`config.mk`:
```
export PLATFORM = sky130hd
export DESIGN_NAME = bsc_scale
export DESIGN_NICKNAME = d
export VERILOG_FILES = /design/src/sv/bsc_pkg.sv /design/src/sv/bsc_scale.sv
export SDC_FILE = /design/constraint.sdc
export NUM_CORES = 2
export LEC_CHECK = 0
export BUFFER_PORTS_ARGS = -buffer_cell sky130_fd_sc_hd__buf_2
export CORE_MARGIN = 2
export CORE_UTILIZATION = 65
export DETAILED_ROUTE_END_ITERATION = 6
export PLACE_DENSITY = 0.83
export SLEW_MARGIN = 10
export SYNTH_ARGS = -nofsm -noshare
export SYNTH_HDL_FRONTEND = slang
export SYNTH_SLANG_ARGS = --single-unit
```
`constraint.sdc`:
```
create_clock -name clk -period 13.7 [get_ports clk]
set_clock_uncertainty 0.2 [all_clocks]
set_input_delay 2.055 -clock clk [delete_from_list [all_inputs] [get_ports clk]]
set_output_delay 2.055 -clock clk [all_outputs]
set_load 0.005 [all_outputs]
```
`src/sv/bsc_pkg.sv`:
```
// types, constants and scale table for the barometric compensation core
package bsc_pkg;

  localparam int RawW     = 24;
  localparam int SclW     = 31;
  localparam int CfgIdxW  = 4;
  localparam int CfgDataW = 32;
  localparam int TempW    = 24;
  localparam int PresW    = 32;
  localparam int PqW      = 64;

  localparam logic signed [TempW-1:0] TempMax = {1'b0, {(TempW-1){1'b1}}};
  localparam logic signed [TempW-1:0] TempMin = {1'b1, {(TempW-1){1'b0}}};
  localparam logic signed [PresW-1:0] PresMax = {1'b0, {(PresW-1){1'b1}}};
  localparam logic signed [PresW-1:0] PresMin = {1'b1, {(PresW-1){1'b0}}};

  typedef struct packed {
    logic [RawW-1:0] raw_pressure;
    logic [RawW-1:0] raw_temperature;
  } bsc_in_t;

  typedef struct packed {
    logic signed [TempW-1:0] temperature_out;
    logic signed [PresW-1:0] pressure_out;
  } bsc_out_t;

  typedef enum logic [CfgIdxW-1:0] {
    REG_OVERSAMPLE     = 4'd0,
    REG_TEMP_COEFFS    = 4'd1,
    REG_PRES_OFFSET    = 4'd2,
    REG_PRES_LINEAR    = 4'd3,
    REG_TEMP_INFLUENCE = 4'd4,
    REG_CROSS_LINEAR   = 4'd5,
    REG_PRES_HIGHER    = 4'd6,
    REG_CROSS_QUAD     = 4'd7
  } bsc_reg_t;

  typedef struct packed {
    logic [2:0]         osr_p;
    logic [2:0]         osr_t;
    logic signed [11:0] c0;
    logic signed [11:0] c1;
    logic signed [19:0] c00;
    logic signed [19:0] c10;
    logic signed [15:0] c01;
    logic signed [15:0] c11;
    logic signed [15:0] c20;
    logic signed [15:0] c30;
    logic signed [15:0] c21;
  } bsc_cfg_t;

  // scale k = div * 2^(19 or 13); q = floor(raw * 2^24 / k) = floor(raw * 2^sh / div)
  typedef struct packed {
    logic [31:0] recip;
    logic [7:0]  div;
    logic        wide;
  } bsc_scale_t;

  function automatic bsc_scale_t scale_lookup(input logic [2:0] idx);
    bsc_scale_t s;
    case (idx)
      3'd0: s = '{32'd536870912,  8'd1,   1'b0};
      3'd1: s = '{32'd178956970,  8'd3,   1'b0};
      3'd2: s = '{32'd76695844,   8'd7,   1'b0};
      3'd3: s = '{32'd35791394,   8'd15,  1'b0};
      3'd4: s = '{32'd1108378657, 8'd31,  1'b1};
      3'd5: s = '{32'd545392672,  8'd63,  1'b1};
      3'd6: s = '{32'd270549120,  8'd127, 1'b1};
      default: s = '{32'd134744072, 8'd255, 1'b1};
    endcase
    return s;
  endfunction

endpackage

```
`src/sv/bsc_scale.sv`:
```
// raw sample scaling: reciprocal multiply and one-step floor correction, three stages
module bsc_scale import bsc_pkg::*; (
  input  logic                   clk,
  input  logic                   rst_n,
  input  bsc_cfg_t               cfg,
  input  logic                   up_valid,
  output logic                   up_ready,
  input  bsc_in_t                up_data,
  output logic                   dn_valid,
  input  logic                   dn_ready,
  output logic signed [SclW-1:0] ps,
  output logic signed [SclW-1:0] ts
);

  localparam int NStg  = 3;
  localparam int ProdW = RawW + 33;
  localparam int NumW  = RawW + 11;
  localparam int QdW   = SclW + 9;
  localparam int RemW  = QdW + 1;

  logic [NStg-1:0] v_r;
  logic [NStg:0]   en;

  logic signed [RawW-1:0]  raw_r  [2];
  logic signed [RawW-1:0]  raw1_r [2];
  logic signed [SclW-1:0]  q0_r   [2];
  logic signed [SclW-1:0]  q_r    [2];
  bsc_scale_t              sc     [2];
  logic signed [ProdW-1:0] prod   [2];
  logic signed [NumW-1:0]  num    [2];
  logic signed [QdW-1:0]   qd     [2];
  logic signed [RemW-1:0]  dl     [2];
  logic signed [RemW-1:0]  rem    [2];
  logic signed [RemW-1:0]  rfix   [2];
  logic signed [SclW-1:0]  qfix   [2];

  assign en[NStg] = dn_ready;
  for (genvar k = 0; k < NStg; k++) begin : g_en
    assign en[k] = ~v_r[k] | en[k+1];
  end
  assign up_ready = en[0];
  assign dn_valid = v_r[NStg-1];

  assign sc[0] = scale_lookup(cfg.osr_p);
  assign sc[1] = scale_lookup(cfg.osr_t);

  always_comb begin
    for (int l = 0; l < 2; l++) begin
      prod[l] = raw_r[l] * $signed({1'b0, sc[l].recip});
      num[l]  = sc[l].wide ? $signed({raw1_r[l], 11'd0})
                           : NumW'($signed({raw1_r[l], 5'd0}));
      qd[l]   = q0_r[l] * $signed({1'b0, sc[l].div});
      dl[l]   = $signed(RemW'(sc[l].div));
      rem[l]  = RemW'(num[l]) - RemW'(qd[l]);
      if (rem[l] < 0) begin
        qfix[l] = q0_r[l] - SclW'(1);
        rfix[l] = rem[l] + dl[l];
      end else if (rem[l] >= dl[l]) begin
        qfix[l] = q0_r[l] + SclW'(1);
        rfix[l] = rem[l] - dl[l];
      end else begin
        qfix[l] = q0_r[l];
        rfix[l] = rem[l];
      end
    end
  end

  always_ff @(posedge clk) begin
    if (!rst_n) begin
      v_r <= '0;
    end else begin
      if (en[0]) v_r[0] <= up_valid;
      for (int k = 1; k < NStg; k++) begin
        if (en[k]) v_r[k] <= v_r[k-1];
      end
    end
  end

  always_ff @(posedge clk) begin
    if (en[0]) begin
      raw_r[0] <= up_data.raw_pressure;
      raw_r[1] <= up_data.raw_temperature;
    end
    if (en[1]) begin
      for (int l = 0; l < 2; l++) begin
        q0_r[l]   <= prod[l][SclW+23:24];
        raw1_r[l] <= raw_r[l];
      end
    end
    if (en[2]) begin
      for (int l = 0; l < 2; l++) begin
        q_r[l] <= qfix[l];
      end
    end
  end

  assign ps = q_r[0];
  assign ts = q_r[1];

  a_rem_p: assert property (@(posedge clk) disable iff (!rst_n)
    v_r[1] |-> (rfix[0] >= 0 && rfix[0] < dl[0]))
    else $error("pressure quotient correction out of range");
  a_rem_t: assert property (@(posedge clk) disable iff (!rst_n)
    v_r[1] |-> (rfix[1] >= 0 && rfix[1] < dl[1]))
    else $error("temperature quotient correction out of range");
  a_full: assert property (@(posedge clk) disable iff (!rst_n)
    !up_ready |-> (dn_valid && !dn_ready))
    else $error("scale stage stalls with room left");

endmodule

```
==> out/metrics.cfg <==
[status]
status = finished with violations
violations = DRC

[die]
die_h_um = 333
pin_count = 266
fp.dieW_um = 333
dieArea_mm2 = 0.111
core_mm2 = 0.107
start_util_pct = 65.6
rows = 120

[critical_path]
cp-end-kind = flop
arrival_ns = 11.87
cp_max_fo = 53
cpMostUsedCell = fa_1
path_buf_inv = 7
worst_path_max_delay_cell = a21boi_2
crit_family = adder cells
crit_path_max_incr_delay_ns = 0.88
critPathRequiredTime_ns = 13.85
cp-start-kind = input pin
path_class = in2reg

[logic_synthesis]
seq_area_frac_synth_pct = 9.50
netlist_instances = 7579
async_flop_share_pct = 0
synth.avg_cell_area_um2 = 9.26
synth_area_leaders = fa_1 (40%), ha_1 (16%), inv_1 (11%)
ys.flop_type = edfxtp_1
synth.distinct_cells = 88
ys_warn_count = 0
syn_nets = 10100
synth_edf_count = 220
yosysTopAreaCell = fa_1
yosys.area.top_type_share_pct = 40.3
synth-seq-cells = 223
syn_area_mm2 = 0.0702

[routing]
ant_nets = 0
via_count = 52800
wl_per_cell_um = 22.2
drc = 2
first_pass_iters = 7
viasPerCell = 5.90
drt_iter0_drc = 5266
routed_wl_um = 199000

[clocking]
root_buffer = clkbuf_16
numCtsBuffers = 25
clk_pin_slew_worst_paths_ns = 0.07
htree_num_levels = 1
cts_tree = done
holdBufCountCts = 0
clock_path_buffers = 3
cts_setup_buffers = 0
cts_sinks = 223
clock_latency_ns = 0.59
cts.repair.resized = 0

[placed_design]
dp_hpwl_um = 167000
gp_congestion = 1.04
portBuffers = 121

[global_route]
gr-total-overflow = 0
globalRouteTotalUtil_pct = 36.9
antenna_found_initial = 5
grt_first_pass_wirelength_um = 313000
grt_pass1_vias = 56600
grt_start_max_net_pins = 72

[sta]
setup_tns_ns = 0
setup_viol = 0
period_needed_ns = 11.71
hold_slack_ns = 0.389
finalHoldViolCount = 0
rsz0062_at_grt = false
slew_violations = 0
period_share_pct = 85.5
slew_headroom_pct = 8.55
worst_pin_slew_ns = 1.36
fmax_mhz = 85.4

[layout]
syn2layout_area_growth_pct = 3.95
nNetsFinal = 10000
drive_gt1_share_pct = 4.26

[worst_hold_path]
hp-class = reg2reg

[run]
max_cap_viol_count = 0

## tightest hold or removal path: cells and delay by family, from the launching register on
family | cells | cell delay, ns
simple gates | 1 | 0.06
flops | 1 | 0.34
compound gates | 1 | 0.14
## synth_stat cells (7+ instances only)
library cell and number:
o22ai_1 8, nor2b_1 242, o31ai_1 16, inv_1 2142
a41oi_1 15, clkbuf_1 236, o2111ai_1 7, fa_1 1414
a21o_1 88, a211oi_1 22, o21ai_1 7, nor3b_1 10
a22oi_1 8, nand4_1 44, xnor2_1 122, buf_1 14
nand3_1 66, a31oi_1 36, o21ai_0 113, nand2_1 405
or2_2 51, mux2i_1 46, edfxtp_1 220, o21a_1 17
a21boi_0 11, ha_1 878, nor4_1 31, or3_1 19
nor3_1 49, and2_1 261, o21bai_1 12, a21oi_1 169
and4_1 7, nand2b_1 37, buf_2 15, and3_1 136
o211ai_1 14, nor2_1 445, xor2_1 46
## final cells by class
cell class / count / area [µm²]
Fill cell: 8212 / 34100
Antenna cell: 2 / 5.00
Clock inverter: 14 / 104
Timing Repair Buffer: 202 / 1220
Sequential cell: 223 / 6670
Clock buffer: 30 / 644
Tap cell: 1403 / 1760
Multi-Input combinational cell: 4942 / 54500
Inverter: 2146 / 8060
## cell families after synthesis
kind of cell	count (synthesis)	synth area share [%]
AND/OR/NAND/NOR	1829	13.2
multiplexers	49	0.704
XOR/XNOR	168	2.10
buffers and inverters	2414	13.0
AO/OA/AOI/OAI	604	5.57
flip-flops	223	9.50
adder cells (fa/ha/maj)	2292	56.0
## state kept, by name, indices dropped and copies added, names as in the netlist
register and cells:
raw_r 48, raw1_r 48, q0_r 62, v_r 3, q_r 62
## placed cells by master (no fill, tap or decap), drive strengths merged, types with 8 or more instances in the layout
master / instances
o21a: 17
o31ai: 17
nand3: 66
nor2b: 242
nor2: 445
and3: 136
a31oi: 36
o21ai: 121
and2: 262
a21oi: 170
nand2b: 37
xor2: 46
a41oi: 16
o22ai: 8
ha: 878
a22oi: 8
or3: 19
edfxtp: 220
xnor2: 122
clkbuf: 30
or2: 53
a211oi: 23
nand2: 406
nor3b: 10
o211ai: 14
fa: 1414
a21o: 88
a21boi: 12
nor3: 49
buf: 202
nor4: 31
mux2i: 46
o21bai: 12
clkinv: 13
inv: 2145
nand4: 45
## per-stage QoR
step	area, µm²	worst slack (ns)	std cells	utilization (%)
after global placement	72200	1.81	8916	67.4
after global routing	72900	1.52	8960	68.1
final	72900	1.99	8962	68.1
after CTS	72900	2.31	8960	68.1
after detailed placement	72200	1.77	8916	67.4
after floorplan	70200	3.57	7579	-
## path summary, 6_finish.rpt
path,startpoint,end,slack [ns],cells past startpoint
worst max-delay path,cfg[146],q0_r[0][55]$_DFFE_PP_,1.99,30
worst max register to register,raw_r[0][23]$_DFFE_PP_,q0_r[0][30]$_DFFE_PP_,4.12,27
worst min-delay path,v_r[0]$_SDFFE_PN0P_,v_r[1]$_SDFFE_PN0P_,0.39,2
worst min register to register,v_r[0]$_SDFFE_PN0P_,v_r[1]$_SDFFE_PN0P_,0.39,2
## routing by layer
metal / track usage [%] / share of wire [%]
met1: 49.4 / 38
met2: 57.2 / 45
met3: 9.82 / 13
met4: 14.9 / 4.8
met5: 0 / 0
Power is left out: the tool's default activity adds up to more than one toggle a clock period on the data nets, which glitch-free logic cannot reach.
