`config.mk`:
```
export PLATFORM = sky130hd
export DESIGN_NAME = bsc_cfg_regs
export DESIGN_NICKNAME = d
export VERILOG_FILES = /design/src/sv/bsc_pkg.sv /design/src/sv/bsc_cfg_regs.sv
export SDC_FILE = /design/constraint.sdc
export NUM_CORES = 1
export LEC_CHECK = 0
export ABC_AREA = 1
export BUFFER_PORTS_ARGS = -buffer_cell sky130_fd_sc_hd__buf_4
export CAP_MARGIN = 40
export CORE_ASPECT_RATIO = 1.5
export CORE_MARGIN = 2
export CORE_UTILIZATION = 50
export DETAILED_ROUTE_END_ITERATION = 8
export GPL_TIMING_DRIVEN = 0
export PLACE_DENSITY = 0.78
export SLEW_MARGIN = 10
export SYNTH_ARGS = -nofsm -noshare
export SYNTH_HDL_FRONTEND = slang
export SYNTH_SLANG_ARGS = --single-unit
export TNS_END_PERCENT = 100
```
`constraint.sdc`:
```
create_clock -name clk -period 1.59 [get_ports clk]
set_input_delay 0.318 -clock clk [delete_from_list [all_inputs] [get_ports clk]]
set_output_delay 0.318 -clock clk [all_outputs]
set_load 0.01 [all_outputs]
```
`src/sv/bsc_pkg.sv`:
```
// types, constants and scale table for the barometric compensation core
package bsc_pkg;

  localparam int RawW     = 24;
  localparam int SclW     = 31;
  localparam int CfgIdxW  = 4;
  localparam int CfgDataW = 32;
  localparam int TempW    = 24;
  localparam int PresW    = 32;
  localparam int PqW      = 64;

  localparam logic signed [TempW-1:0] TempMax = {1'b0, {(TempW-1){1'b1}}};
  localparam logic signed [TempW-1:0] TempMin = {1'b1, {(TempW-1){1'b0}}};
  localparam logic signed [PresW-1:0] PresMax = {1'b0, {(PresW-1){1'b1}}};
  localparam logic signed [PresW-1:0] PresMin = {1'b1, {(PresW-1){1'b0}}};

  typedef struct packed {
    logic [RawW-1:0] raw_pressure;
    logic [RawW-1:0] raw_temperature;
  } bsc_in_t;

  typedef struct packed {
    logic signed [TempW-1:0] temperature_out;
    logic signed [PresW-1:0] pressure_out;
  } bsc_out_t;

  typedef enum logic [CfgIdxW-1:0] {
    REG_OVERSAMPLE     = 4'd0,
    REG_TEMP_COEFFS    = 4'd1,
    REG_PRES_OFFSET    = 4'd2,
    REG_PRES_LINEAR    = 4'd3,
    REG_TEMP_INFLUENCE = 4'd4,
    REG_CROSS_LINEAR   = 4'd5,
    REG_PRES_HIGHER    = 4'd6,
    REG_CROSS_QUAD     = 4'd7
  } bsc_reg_t;

  typedef struct packed {
    logic [2:0]         osr_p;
    logic [2:0]         osr_t;
    logic signed [11:0] c0;
    logic signed [11:0] c1;
    logic signed [19:0] c00;
    logic signed [19:0] c10;
    logic signed [15:0] c01;
    logic signed [15:0] c11;
    logic signed [15:0] c20;
    logic signed [15:0] c30;
    logic signed [15:0] c21;
  } bsc_cfg_t;

  // scale k = div * 2^(19 or 13); q = floor(raw * 2^24 / k) = floor(raw * 2^sh / div)
  typedef struct packed {
    logic [31:0] recip;
    logic [7:0]  div;
    logic        wide;
  } bsc_scale_t;

  function automatic bsc_scale_t scale_lookup(input logic [2:0] idx);
    bsc_scale_t s;
    case (idx)
      3'd0: s = '{32'd536870912,  8'd1,   1'b0};
      3'd1: s = '{32'd178956970,  8'd3,   1'b0};
      3'd2: s = '{32'd76695844,   8'd7,   1'b0};
      3'd3: s = '{32'd35791394,   8'd15,  1'b0};
      3'd4: s = '{32'd1108378657, 8'd31,  1'b1};
      3'd5: s = '{32'd545392672,  8'd63,  1'b1};
      3'd6: s = '{32'd270549120,  8'd127, 1'b1};
      default: s = '{32'd134744072, 8'd255, 1'b1};
    endcase
    return s;
  endfunction

endpackage

```
`src/sv/bsc_cfg_regs.sv`:
```
// configuration register file with coefficient unpacking
module bsc_cfg_regs import bsc_pkg::*; (
  input  logic                clk,
  input  logic                rst_n,
  input  logic                cfg_we,
  input  logic [CfgIdxW-1:0]  cfg_index,
  input  logic [CfgDataW-1:0] cfg_wdata,
  output bsc_cfg_t            cfg
);

  logic [5:0]  osr_r;
  logic [23:0] tco_r;
  logic [19:0] c00_r;
  logic [19:0] c10_r;
  logic [15:0] c01_r;
  logic [15:0] c11_r;
  logic [31:0] pho_r;
  logic [15:0] c21_r;

  always_ff @(posedge clk) begin
    if (!rst_n) begin
      osr_r <= '0;
      tco_r <= '0;
      c00_r <= '0;
      c10_r <= '0;
      c01_r <= '0;
      c11_r <= '0;
      pho_r <= '0;
      c21_r <= '0;
    end else if (cfg_we) begin
      case (cfg_index)
        REG_OVERSAMPLE:     osr_r <= cfg_wdata[5:0];
        REG_TEMP_COEFFS:    tco_r <= cfg_wdata[23:0];
        REG_PRES_OFFSET:    c00_r <= cfg_wdata[19:0];
        REG_PRES_LINEAR:    c10_r <= cfg_wdata[19:0];
        REG_TEMP_INFLUENCE: c01_r <= cfg_wdata[15:0];
        REG_CROSS_LINEAR:   c11_r <= cfg_wdata[15:0];
        REG_PRES_HIGHER:    pho_r <= cfg_wdata[31:0];
        REG_CROSS_QUAD:     c21_r <= cfg_wdata[15:0];
        default: ;
      endcase
    end
  end

  always_comb begin
    cfg.osr_p = osr_r[2:0];
    cfg.osr_t = osr_r[5:3];
    cfg.c0    = tco_r[23:12];
    cfg.c1    = tco_r[11:0];
    cfg.c00   = c00_r;
    cfg.c10   = c10_r;
    cfg.c01   = c01_r;
    cfg.c11   = c11_r;
    cfg.c20   = pho_r[31:16];
    cfg.c30   = pho_r[15:0];
    cfg.c21   = c21_r;
  end

endmodule

```
==> impl_metrics.sql, run 1 <==
INSERT INTO impl_metrics (metric_group, metric, value, unit) VALUES
('finish', 'antenna_cells', '0', ''),
('finish', 'finalCoreUtilization', '0.7001', ''),
('logic_synthesis', 'main_combinational_cell_family_by_area_after_synthesis', 'simple AND/OR/NAND/NOR gates', ''),
('worst_setup_path', 'worst_path_largest_cell_delay', '0.38', 'ns'),
('power', 'design_power_total', '8.561', 'mW'),
('drt', 'vias_per_cell', '4.740', ''),
('sta', 'timing.final.setup_violations', '0', ''),
('die', 'dieArea', '12720', 'um^2'),
('clock_tree', 'tritoncts.num_buffers', '17', ''),
('logic_synthesis', 'cells_after_synthesis', '884', ''),
('drt', 'drt_iter0_drc', '279', ''),
('worst_setup_path', 'worstPathMaxFanout', '2', ''),
('logic_synthesis', 'synth-compound-area-share', '0', ''),
('finish', 'area_delta_synth_final', '36.64', '%'),
('power', 'total_leakage_power', '4.083', 'nW'),
('clock_tree', 'cts.htree.levels', '4', ''),
('worst_setup_path', 'worstPathCellList', 'buf_4', ''),
('die', 'core_area', '11530', 'um^2'),
('logic_synthesis', 'yosysWarningCount', '0', ''),
('placed_design', 'dp_hpwl', '12670', 'um'),
('power', 'clock_power_share', '0.461', ''),
('clock_tree', 'cts.reportedPaths.clkPinSlew', '0.06', 'ns'),
('power', 'sequentialPowerShare', '0.454', ''),
('logic_synthesis', 'synth_xor_xnor_area_share', '0', ''),
('drt', 'wirelength_routed', '17490', 'um'),
('finish', 'number_of_standard_cells_in_the_layout_taps_in_and_fillers_out', '1252', ''),
('drt', 'drt_pre_antenna_iters', '5', ''),
('sta', 'max_freq', '801.0', 'MHz'),
('power', 'combinationalPowerShare', '0.085', ''),
('worst_setup_path', 'family_with_the_most_delay_on_the_worst_path', 'flip-flops', ''),
('sta', 'setup_tns', '0', 'ns'),
('power', 'p_per_area', '1061', 'nW/um^2'),
('logic_synthesis', 'synth_nets', '923', ''),
('power', 'net-switching-power', '2.110', 'mW'),
('sta', 'timing.clock.skew', '0', 'ns'),
('sta', 'unrepaired_setup_endpoints_after_global_routing', 'false', ''),
('worst_setup_path', 'cp-start-kind', 'flop', ''),
('worst_setup_path', 'crit_required', '1.27', 'ns'),
('status', 'outcome', 'finished clean', ''),
('logic_synthesis', 'syn_avg_cell_area', '6.683', 'um^2'),
('die', 'fp.dieW', '92.76', 'um'),
('die', 'dieHeight', '137.1', 'um'),
('flow_run', 'drv.max_cap_violation_count', '0', ''),
('logic_synthesis', 'synth.mux.area_fraction', '0', ''),
('sta', 'final.period_utilization', '0.7851', ''),
('global_route', 'grt_util_all_layers', '0.2753', ''),
('sta', 'layout_min_cycle_time', '1.248', 'ns'),
('drt', 'vias', '5935', ''),
('power', 'power_switching_share', '0.2464', ''),
('global_route', 'global_route_wire_length_before_repair', '26920', 'um'),
('clock_tree', 'cts_hold_buffers', '0', ''),
('placed_design', 'final_replace_weighted_congestion', '0.8435', ''),
('sta', 'max-slew-margin-rel', '0.5397', ''),
('worst_setup_path', 'endpoint_kind', 'output port', ''),
('logic_synthesis', 'synth-simple-area-share', '0.4113', ''),
('power', 'internal_power', '6.452', 'mW'),
('worst_setup_path', 'critical_path_buf_inv_count', '1', ''),
('die', 'floorplan.io_pins', '189', ''),
('clock_tree', 'clock_path_buffers', '2', ''),
('die', 'rows', '48', ''),
('logic_synthesis', 'yosys.cell_types.count', '14', ''),
('worst_setup_path', 'worst-endpoint-arrival', '0.93', 'ns'),
('logic_synthesis', 'synth_area', '5908', 'um^2'),
('clock_tree', 'clkSinkCount', '150', ''),
('sta', 'timing_worst_slew_pin_value', '0.6904', 'ns'),
('clock_tree', 'cts_setup_buffers', '0', ''),
('logic_synthesis', 'number_of_register_bits_inferred_by_synthesis', '150', ''),
('sta', 'hold_violations', '0', ''),
('logic_synthesis', 'yosys.area.top_type', 'sky130_fd_sc_hd__dfxtp_1', ''),
('clock_tree', 'clk-insertion-delay-late', '0.41', 'ns'),
('logic_synthesis', 'synth_top_cells_by_area', 'sky130_fd_sc_hd__dfxtp_1 51%, sky130_fd_sc_hd__nor2_1 19%, sky130_fd_sc_hd__nand2_1 17%', '');
==> flip-flops by register name, summed over array words and instances (netlist names) <==
register / flops
c21_r: 16
c11_r: 16
osr_r: 6
c00_r: 20
pho_r: 32
c01_r: 16
c10_r: 20
tco_r: 24
==> synthesized netlist by cell type <==
| library cell | instances |
|---|---|
| sky130_fd_sc_hd__nor2_1 | 305 |
| sky130_fd_sc_hd__nand2_1 | 262 |
| sky130_fd_sc_hd__dfxtp_1 | 150 |
| sky130_fd_sc_hd__inv_1 | 61 |
| sky130_fd_sc_hd__buf_2 | 32 |
| sky130_fd_sc_hd__nand3_1 | 26 |
| sky130_fd_sc_hd__nand4_1 | 20 |
| sky130_fd_sc_hd__buf_1 | 13 |
| sky130_fd_sc_hd__clkbuf_1 | 7 |
| sky130_fd_sc_hd__nor2_2 | 4 |
| sky130_fd_sc_hd__buf_4 | 1 |
| sky130_fd_sc_hd__inv_2 | 1 |
| sky130_fd_sc_hd__nand3_2 | 1 |
| sky130_fd_sc_hd__nor2_4 | 1 |
==> power by group through the flow <==
stage          sequential [mW]  clock (mW)  combinational [mW]
2_1_floorplan             4.00           0               0.349
3_3_place_gp              3.97           0               0.716
3_5_place_dp              3.97           0               0.724
4_1_cts                   3.89        3.98               0.726
5_1_grt                   3.90        4.15               0.806
6_report                  3.89        3.94               0.728
==> cells in the final DEF (no fill, tap or decap) <==
| cell | count |
|---|---|
| sky130_fd_sc_hd__nand3_1 | 26 |
| sky130_fd_sc_hd__clkbuf_1 | 8 |
| sky130_fd_sc_hd__clkinv_2 | 3 |
| sky130_fd_sc_hd__nor2_2 | 4 |
| sky130_fd_sc_hd__nor2_1 | 305 |
| sky130_fd_sc_hd__dfxtp_1 | 150 |
| sky130_fd_sc_hd__clkbuf_16 | 17 |
| sky130_fd_sc_hd__clkinv_4 | 4 |
| sky130_fd_sc_hd__nor2_4 | 1 |
| sky130_fd_sc_hd__inv_6 | 3 |
| sky130_fd_sc_hd__nand3_2 | 1 |
| sky130_fd_sc_hd__inv_1 | 61 |
| sky130_fd_sc_hd__clkinvlp_4 | 2 |
| sky130_fd_sc_hd__nand2_1 | 262 |
| sky130_fd_sc_hd__buf_1 | 13 |
| sky130_fd_sc_hd__nand4_1 | 20 |
| sky130_fd_sc_hd__buf_2 | 32 |
| sky130_fd_sc_hd__buf_4 | 187 |
| sky130_fd_sc_hd__inv_2 | 1 |
| sky130_fd_sc_hd__bufinv_16 | 2 |
==> path summary, 6_finish.rpt <==
| path | from | endpoint | slack [ns] | cells after the start |
|---|---|---|---|---|
| setup / recovery | c01_r[12] | cfg[76] | 0.34 | 1 |
| hold / removal | cfg_wdata[8] | c10_r[8] | 0.14 | 3 |
| setup reg to reg | c10_r[14] | c10_r[14] | 0.93 | 4 |
| hold reg to reg | tco_r[8] | tco_r[8] | 0.48 | 2 |
==> metal layers <==
metal / GRT usage / share of wire / up-vias
li1: - / - / 3042
met1: 0.3140 / 0.39 / 2652
met2: 0.4846 / 0.51 / 210
met3: 0.07159 / 0.073 / 31
met4: 0.1193 / 0.030 / 0
met5: 0 / 0 / -
==> per-stage QoR <==
stage | area, um^2 | setup WS, ns
finish | 8073 | 0.3416
global route | 8073 | 0.3174
CTS | 8073 | 0.3342
detailed placement | 7492 | 0.02704
global placement | 7492 | 0.05576
floorplan | 5908 | 0.3888
==> cell type report <==
type,count,area (um^2)
Timing Repair Buffer,186,1396
Clock inverter,14,151.4
Clock buffer,18,429.2
Inverter,62,232.7
Buffer,53,242.7
Multi-Input combinational cell,619,2430
Fill cell,1042,3458
Sequential cell,150,3003
Tap cell,150,187.7
==> cell families (layout without fill, tap and decap cells) <==
family,count (synthesis),count (layout)
buf+inv,115,333
flops,150,150
simple gates,619,619
Note: power is estimated with default switching activity, not from simulation.
==> run 2, diff against run 1 <==
clock period = 1.15 ns   (was 1.59 ns; I/O delays follow)
==> run 2 against run 1 <==
Hold slack got worse by 0.092 ns. Non-clock buffer count did not move. Worst setup slack got worse by 0.32 ns. Die area did not move. Sequential share of layout area rose by 0.40 points. Combinational power rose by 39%. Count of clock-buffer cells in the layout did not move. Total power rose by 38%. Critical path depth did not move. Register-to-register slack got worse by 0.44 ns. Via count rose by 0.30%.
==> impl_metrics.sql, run 2 (synthesis gave the netlist of run 1 again) <==
INSERT INTO impl_metrics (metric_group, metric, value, unit) VALUES
('status', 'outcome', 'finished clean', ''),
('worst_setup_path', 'critical_path_class', 'flop to output port', ''),
('finish', 'seq_area', '3057', 'um^2'),
('global_route', 'global_route_wire_length_before_repair', '26920', 'um'),
('min_path', 'hold_path_startpoint', 'cfg_wdata[8]', ''),
('sta', 'timing.clock.skew', '0', 'ns'),
('worst_setup_path', 'cp-start-kind', 'flop', ''),
('worst_setup_path', 'family_with_the_most_delay_on_the_worst_path', 'flip-flops', ''),
('drt', 'routed_wire_length_per_instance', '13.97', 'um'),
('global_route', 'antenna_found_initial', '0', ''),
('worst_setup_path', 'critPathLaunch', 'c11_r[2]', ''),
('drt', 'wl_met1', '6878', 'um'),
('clock_tree', 'cts_setup_buffers', '0', ''),
('worst_setup_path', 'cpMaxStageDelayCell', 'sky130_fd_sc_hd__dfxtp_1', ''),
('sta', 'max-slew-margin-rel', '0.5447', ''),
('worst_setup_path', 'crit_required', '0.92', 'ns'),
('die', 'rows', '48', ''),
('die', 'dieArea', '12720', 'um^2'),
('clock_tree', 'tritoncts.num_buffers', '17', ''),
('drt', 'vias', '5953', ''),
('finish', 'largest_register', 'pho_r', ''),
('worst_setup_path', 'worstPathMaxFanout', '2', ''),
('drt', 'wirelength_routed', '17490', 'um'),
('power', 'vdd_drop_max', '1.082', 'mV'),
('global_route', 'first_global_vias', '5449', ''),
('power', 'total_leakage_power', '4.104', 'nW'),
('sta', 'final.period_utilization', '0.9814', ''),
('clock_tree', 'cts.reportedPaths.clkPinSlew', '0.06', 'ns'),
('clock_tree', 'clkSinkCount', '150', ''),
('power', 'p_per_area', '1457', 'nW/um^2'),
('finish', 'multi_input_comb_area', '2432', 'um^2'),
('sta', 'layout_min_cycle_time', '1.129', 'ns'),
('drt', 'drt_iter0_drc', '281', ''),
('placed_design', 'numPortBuffers', '186', ''),
('worst_setup_path', 'worstPathCellList', 'buf_4', ''),
('drt', 'drt_pre_antenna_iters', '4', ''),
('clock_tree', 'cts_tree', 'built', ''),
('placed_design', 'post_place_instance_area', '7492', 'um^2'),
('finish', 'number_of_standard_cells_in_the_layout_taps_in_and_fillers_out', '1252', ''),
('worst_setup_path', 'critical_path_buf_inv_count', '1', ''),
('clock_tree', 'clock_path_buffers', '2', ''),
('die', 'core_area', '11530', 'um^2'),
('finish', 'layout_commonest_cell', 'sky130_fd_sc_hd__nor2_1', ''),
('placed_design', 'final_replace_weighted_congestion', '0.8435', ''),
('finish', 'layout_common_cells', '304 x sky130_fd_sc_hd__nor2_1, 262 x sky130_fd_sc_hd__nand2_1, 187 x sky130_fd_sc_hd__buf_4', ''),
('global_route', 'grt_util_all_layers', '0.2753', ''),
('drt', 'wl_met3', '1195', 'um'),
('clock_tree', 'clockRootBuffer', 'sky130_fd_sc_hd__clkbuf_16', ''),
('finish', 'fill_cells', '1025', ''),
('drt', 'ant_nets', '0', ''),
('placed_design', 'placedCellCount', '1220', ''),
('finish', 'final_net_count', '1128', ''),
('clock_tree', 'cts.htree.levels', '4', ''),
('drt', 'met2_length', '8891', 'um'),
('die', 'initial_utilization', '0.5124', ''),
('sta', 'timing.final.setup_violations', '0', ''),
('worst_setup_path', 'worst_r2r_startpoint', 'osr_r[2]', ''),
('finish', 'antenna_cells', '0', ''),
('drt', 'route.detailed.drc', '0', ''),
('die', 'fp.dieW', '92.76', 'um'),
('min_path', 'hold_path_class', 'input port to flop', ''),
('global_route', 'grt_remaining_overflow', '0', ''),
('drt', 'vias_per_cell', '4.755', ''),
('finish', 'largest_registers', 'pho_r x32, tco_r x24', ''),
('finish', 'area_delta_synth_final', '37.59', '%'),
('worst_setup_path', 'endpoint_kind', 'output port', ''),
('sta', 'slew_viol_final', '0', ''),
('finish', 'final_cell_area', '8129', 'um^2'),
('placed_design', 'dp_hpwl', '12670', 'um'),
('sta', 'max_freq', '886.0', 'MHz'),
('finish', 'share_of_post_route_cells_with_drive_strength_above_1', '0.2731', ''),
('drt', 'topRoutingLayerUsed', 'met4', ''),
('die', 'dieHeight', '137.1', 'um'),
('clock_tree', 'clk-insertion-delay-late', '0.41', 'ns'),
('worst_setup_path', 'worst-endpoint-arrival', '0.90', 'ns'),
('die', 'floorplan.io_pins', '189', ''),
('sta', 'unrepaired_setup_endpoints_after_global_routing', 'false', ''),
('sta', 'setup_tns', '0', 'ns'),
('flow_run', 'drv.max_cap_violation_count', '0', ''),
('global_route', 'grt_max_degree', '17', ''),
('finish', 'largest_reg_flops', '32', ''),
('worst_setup_path', 'worst_path_largest_cell_delay', '0.35', 'ns'),
('sta', 'hold_violations', '0', ''),
('sta', 'timing_worst_slew_pin_value', '0.6829', 'ns');
## run 2: cell types whose count changed in the layout (fill, tap and decap cells not counted)
cell / change
sky130_fd_sc_hd__nor2_2: +1
sky130_fd_sc_hd__dfxtp_1: -43
sky130_fd_sc_hd__nor2_1: -1
sky130_fd_sc_hd__dfxtp_2: +43
## run 2: cell type report
cell class,count,area share
Buffer,53,0.02986
Clock buffer,18,0.05279
Clock inverter,14,0.01862
Inverter,62,0.02863
Multi-Input combinational cell,619,0.2992
Sequential cell,150,0.3760
Tap cell,150,0.02309
Timing Repair Buffer,186,0.1718
## run 2: metal layers
layer | up-vias | GRT usage
met3 | 33 | 0.07159
met5 | - | 0
met4 | 0 | 0.1193
met2 | 201 | 0.4846
li1 | 3041 | -
met1 | 2678 | 0.3140
## run 2: final timing paths
path	to	slack [ns]	cells after the start
max reg2reg	osr_r[2]	0.49	4
max	cfg[50]	0.02	1
min	c10_r[8]	0.05	3
min reg2reg	tco_r[8]	0.47	2
## run 2: where the power goes
group	internal, mW	total [mW]	switching [mW]
clock	3.21	5.46	2.24
sequential	5.32	5.38	0.0653
combinational	0.395	1.01	0.612
## run 2: stage by stage
stage               utilization  total power, mW  hold slack [ns]  setup WS, ns
finish                   0.7050            11.85          0.04620       0.02134
CTS                      0.7006            11.89          0.03880      0.003340
detailed placement       0.6497            6.493           0.4695       -0.3250
floorplan                     -            6.017           0.3649       0.03682
global placement         0.6497            6.479           0.4636       -0.2962
global route             0.7050            12.24          0.05700     0.0002028
## run 2: worst register-to-register path: stages, from the launching register on
cell	delay, ns
sky130_fd_sc_hd__dfxtp_1	0.33
sky130_fd_sc_hd__inv_1	0.05
sky130_fd_sc_hd__nand2_1	0.05
sky130_fd_sc_hd__nand2_1	0.04
sky130_fd_sc_hd__nor2_1	0.12
## run 2: repair_timing
item,4_1_cts,5_1_grt
resized for setup,5,39
hold buffers,0,0
endpoints found under the setup margin,5,39
==> run 3, diff against run 2 <==
ABC_AREA = not set   (was 1)
CELL_PAD_IN_SITES_DETAIL_PLACEMENT = 1   (was not set)
CELL_PAD_IN_SITES_GLOBAL_PLACEMENT = 2   (was not set)
CORE_UTILIZATION = 30   (was 50)
==> run 3 against run 2 <==
Die area rose by 53%. Clock skew unchanged. Clock power increased by 3%. Global-route usage down 8.2 points. Register-to-register slack about the same. Sequential cell count did not move. Design area decreased by 2.7%. Fmax grew 0.81%. Sequential power is 1% lower. Highest routed layer unchanged.
==> impl_metrics.sql, run 3 <==
INSERT INTO impl_metrics (metric_group, metric, value, unit) VALUES
('status', 'outcome', 'finished clean', ''),
('worst_setup_path', 'critPathLaunch', 'c11_r[1]', ''),
('worst_setup_path', 'worstPathMaxFanout', '2', ''),
('clock_tree', 'clkSinkCount', '150', ''),
('worst_setup_path', 'critical_path_class', 'flop to output port', ''),
('sta', 'unrepaired_setup_endpoints_after_global_routing', 'false', ''),
('finish', 'largest_reg_flops', '32', ''),
('finish', 'largest_register', 'pho_r', ''),
('flow_run', 'drv.max_cap_violation_count', '0', ''),
('worst_setup_path', 'rr_endpoint', 'c00_r[0]', ''),
('finish', 'share_of_post_route_cells_with_drive_strength_above_1', '0.4267', ''),
('die', 'initial_utilization', '0.3073', ''),
('sta', 'setup_tns', '0', 'ns'),
('worst_setup_path', 'critical_path_buf_inv_count', '1', ''),
('finish', 'fill_cells', '2005', ''),
('worst_setup_path', 'worstSetupPathDepth', '1', ''),
('finish', 'layout_commonest_cell', 'sky130_fd_sc_hd__buf_4', ''),
('global_route', 'grt_max_degree', '17', ''),
('logic_synthesis', 'synth-main-ff-cell', 'sky130_fd_sc_hd__dfxtp_1', ''),
('worst_setup_path', 'worstPathCellList', 'buf_4', ''),
('worst_setup_path', 'worst_path_largest_cell_delay', '0.35', 'ns'),
('drt', 'drt_pre_antenna_iters', '4', ''),
('sta', 'layout_min_cycle_time', '1.120', 'ns'),
('sta', 'max_freq', '893.2', 'MHz'),
('clock_tree', 'clk-insertion-delay-late', '0.41', 'ns'),
('clock_tree', 'tritoncts.num_buffers', '17', ''),
('die', 'fp.dieW', '114.7', 'um'),
('placed_design', 'final_replace_weighted_congestion', '0.7621', ''),
('global_route', 'grt_util_all_layers', '0.1929', ''),
('placed_design', 'numPortBuffers', '187', ''),
('worst_setup_path', 'crit_required', '0.92', 'ns'),
('power', 'p_per_area', '1471', 'nW/um^2'),
('logic_synthesis', 'synthDominantCellAreaShare', '0.5446', ''),
('logic_synthesis', 'ys_seq_area_frac', '0.5446', ''),
('sta', 'hold_violations', '0', ''),
('die', 'dieArea', '19500', 'um^2'),
('worst_setup_path', 'worst_r2r_startpoint', 'c00_r[0]', ''),
('finish', 'multi_input_comb_area', '2285', 'um^2'),
('die', 'rows', '60', ''),
('finish', 'antenna_cells', '0', ''),
('worst_setup_path', 'cpMaxStageDelayCell', 'sky130_fd_sc_hd__dfxtp_1', ''),
('logic_synthesis', 'yosys.area.top_type', 'sky130_fd_sc_hd__dfxtp_1', ''),
('clock_tree', 'clockRootBuffer', 'sky130_fd_sc_hd__clkbuf_16', ''),
('sta', 'timing.clock.skew', '0', 'ns'),
('drt', 'route.detailed.drc', '0', ''),
('finish', 'layout_common_cells', '191 x sky130_fd_sc_hd__buf_4, 183 x sky130_fd_sc_hd__nand2_1, 150 x sky130_fd_sc_hd__mux2i_1', ''),
('die', 'floorplan.io_pins', '189', ''),
('finish', 'finalCoreUtilization', '0.4409', ''),
('worst_setup_path', 'cp-start-kind', 'flop', ''),
('logic_synthesis', 'synth.cells.most_frequent', '184 x sky130_fd_sc_hd__nand2_1, 150 x sky130_fd_sc_hd__dfxtp_1, 150 x sky130_fd_sc_hd__mux2i_1, 18 x sky130_fd_sc_hd__clkbuf_1, 11 x sky130_fd_sc_hd__buf_6', ''),
('sta', 'timing.final.setup_violations', '0', ''),
('min_path', 'hold_path_class', 'input port to flop', ''),
('finish', 'area_delta_synth_final', '43.45', '%'),
('power', 'total_leakage_power', '3.710', 'nW'),
('sta', 'max-slew-margin-rel', '0.6026', ''),
('worst_setup_path', 'family_with_the_most_delay_on_the_worst_path', 'flip-flops', ''),
('global_route', 'first_global_vias', '4949', ''),
('logic_synthesis', 'cells_after_synthesis', '531', ''),
('die', 'dieHeight', '170.0', 'um'),
('placed_design', 'dp_hpwl', '14220', 'um'),
('logic_synthesis', 'syn_avg_cell_area', '10.38', 'um^2'),
('sta', 'timing_worst_slew_pin_value', '0.5962', 'ns'),
('finish', 'largest_registers', 'pho_r x32, tco_r x24', ''),
('logic_synthesis', 'synth_most_common_cell', 'sky130_fd_sc_hd__nand2_1', ''),
('clock_tree', 'cts.reportedPaths.clkPinSlew', '0.06', 'ns'),
('logic_synthesis', 'number_of_flops_mapped_to_enable_cells_by_yosys', '0', ''),
('worst_setup_path', 'reg2reg_setup_slack', '0.49', 'ns'),
('drt', 'routed_wire_length_per_instance', '19.44', 'um'),
('global_route', 'global_route_wire_length_before_repair', '28050', 'um'),
('die', 'core_area', '17940', 'um^2'),
('worst_setup_path', 'worst-r2r-cell-count', '2', ''),
('drt', 'wirelength_routed', '18800', 'um'),
('finish', 'seq_area', '3098', 'um^2'),
('logic_synthesis', 'yosys.cell_types.count', '15', ''),
('logic_synthesis', 'number_of_register_bits_inferred_by_synthesis', '150', ''),
('global_route', 'antenna_found_initial', '0', ''),
('logic_synthesis', 'synthArstFlopShare', '0', ''),
('logic_synthesis', 'synth_top_cells_by_area', 'sky130_fd_sc_hd__dfxtp_1 54%, sky130_fd_sc_hd__mux2i_1 27%, sky130_fd_sc_hd__nand2_1 13%', ''),
('worst_setup_path', 'worst-endpoint-arrival', '0.89', 'ns'),
('drt', 'ant_nets', '0', ''),
('drt', 'vias_per_cell', '4.672', ''),
('worst_setup_path', 'critPathCapture', 'cfg[49]', ''),
('logic_synthesis', 'synth_area', '5514', 'um^2'),
('logic_synthesis', 'yosysWarningCount', '0', ''),
('power', 'vdd_drop_max', '0.7441', 'mV'),
('sta', 'slew_viol_final', '0', ''),
('finish', 'final_net_count', '778', ''),
('logic_synthesis', 'synth_nets', '570', ''),
('global_route', 'grt_remaining_overflow', '0', ''),
('sta', 'final.period_utilization', '0.9735', ''),
('worst_setup_path', 'endpoint_kind', 'output port', ''),
('clock_tree', 'clock_path_buffers', '2', ''),
('drt', 'vias', '4518', ''),
('drt', 'drt_iter0_drc', '69', ''),
('clock_tree', 'cts.htree.levels', '4', ''),
('clock_tree', 'cts_tree', 'built', '');
==> run 3: cell types whose count changed after synthesis, moves of 13 or more <==
cell,delta
sky130_fd_sc_hd__buf_1,-13
sky130_fd_sc_hd__buf_2,-25
sky130_fd_sc_hd__inv_1,-61
sky130_fd_sc_hd__mux2i_1,+150
sky130_fd_sc_hd__nand2_1,-78
sky130_fd_sc_hd__nand3_1,-26
sky130_fd_sc_hd__nand4_1,-20
sky130_fd_sc_hd__nor2_1,-304
==> run 3: cell type report <==
type / count / share of cell area
flip-flops and latches: 150 / 0.3916
clock inverters: 11 / 0.01898
plain buffers: 37 / 0.03084
repair buffers: 189 / 0.1794
clock buffers: 19 / 0.05599
well taps: 217 / 0.03432
multi-input cells: 344 / 0.2888
==> run 3: power by group <==
group / leakage (nW) / switching (mW) / internal (mW)
combinational: 2.18 / 0.409 / 0.280
clock: 0.286 / 2.17 / 3.46
sequential: 1.25 / 0.0398 / 5.27
==> run 3: cell families after synthesis <==
kind of cell,share of synthesized area
AND/OR/NAND/NOR,0.1407
multiplexers,0.2723
flip-flops,0.5446
buffers and inverters,0.04243
==> run 3: per-stage QoR <==
| stage | cells | total power [mW] | hold slack [ns] | cell area (um^2) | setup WS (ns) |
|---|---|---|---|---|---|
| 5_1_grt | 967 | 12.04 | 0.06097 | 7910 | 0.0001378 |
| 3_5_place_dp | 935 | 6.117 | 0.4538 | 7193 | -0.5308 |
| 6_report | 967 | 11.63 | 0.06541 | 7910 | 0.03043 |
| 4_1_cts | 965 | 11.76 | 0.06176 | 7815 | 0.002453 |
| 3_3_place_gp | 935 | 6.094 | 0.4454 | 7193 | -0.4886 |
| 2_1_floorplan | 531 | 5.733 | 0.3721 | 5518 | 0.006873 |
==> run 3: how the worst min path moves through the flow <==
stage               slack (ns)          start  cells past startpoint        end
finish                    0.07  cfg_wdata[30]                      3  pho_r[30]
global route              0.06  cfg_wdata[30]                      3  pho_r[30]
CTS                       0.06  cfg_wdata[24]                      3  pho_r[24]
detailed placement        0.45       c01_r[9]                      2   c01_r[9]
global placement          0.45      pho_r[30]                      2  pho_r[30]
floorplan                 0.37  cfg_wdata[24]                      2  pho_r[24]
==> run 3: routing by layer <==
metal | share of wire | track usage | up-vias
met1 | 0.37 | 0.1977 | 2206
li1 | - | - | 2165
met3 | 0.051 | 0.04808 | 25
met5 | 0 | 0 | -
met2 | 0.56 | 0.3720 | 122
met4 | 0.023 | 0.06757 | 0
==> run 3: timing repair <==
| item | CTS | global route |
|---|---|---|
| gates resized for setup | 18 | 65 |
| hold endpoints to repair | 0 | 0 |
| setup buffers | 0 | 2 |
| endpoints found under the setup margin | 50 | 90 |
| hold buffers | 0 | 0 |
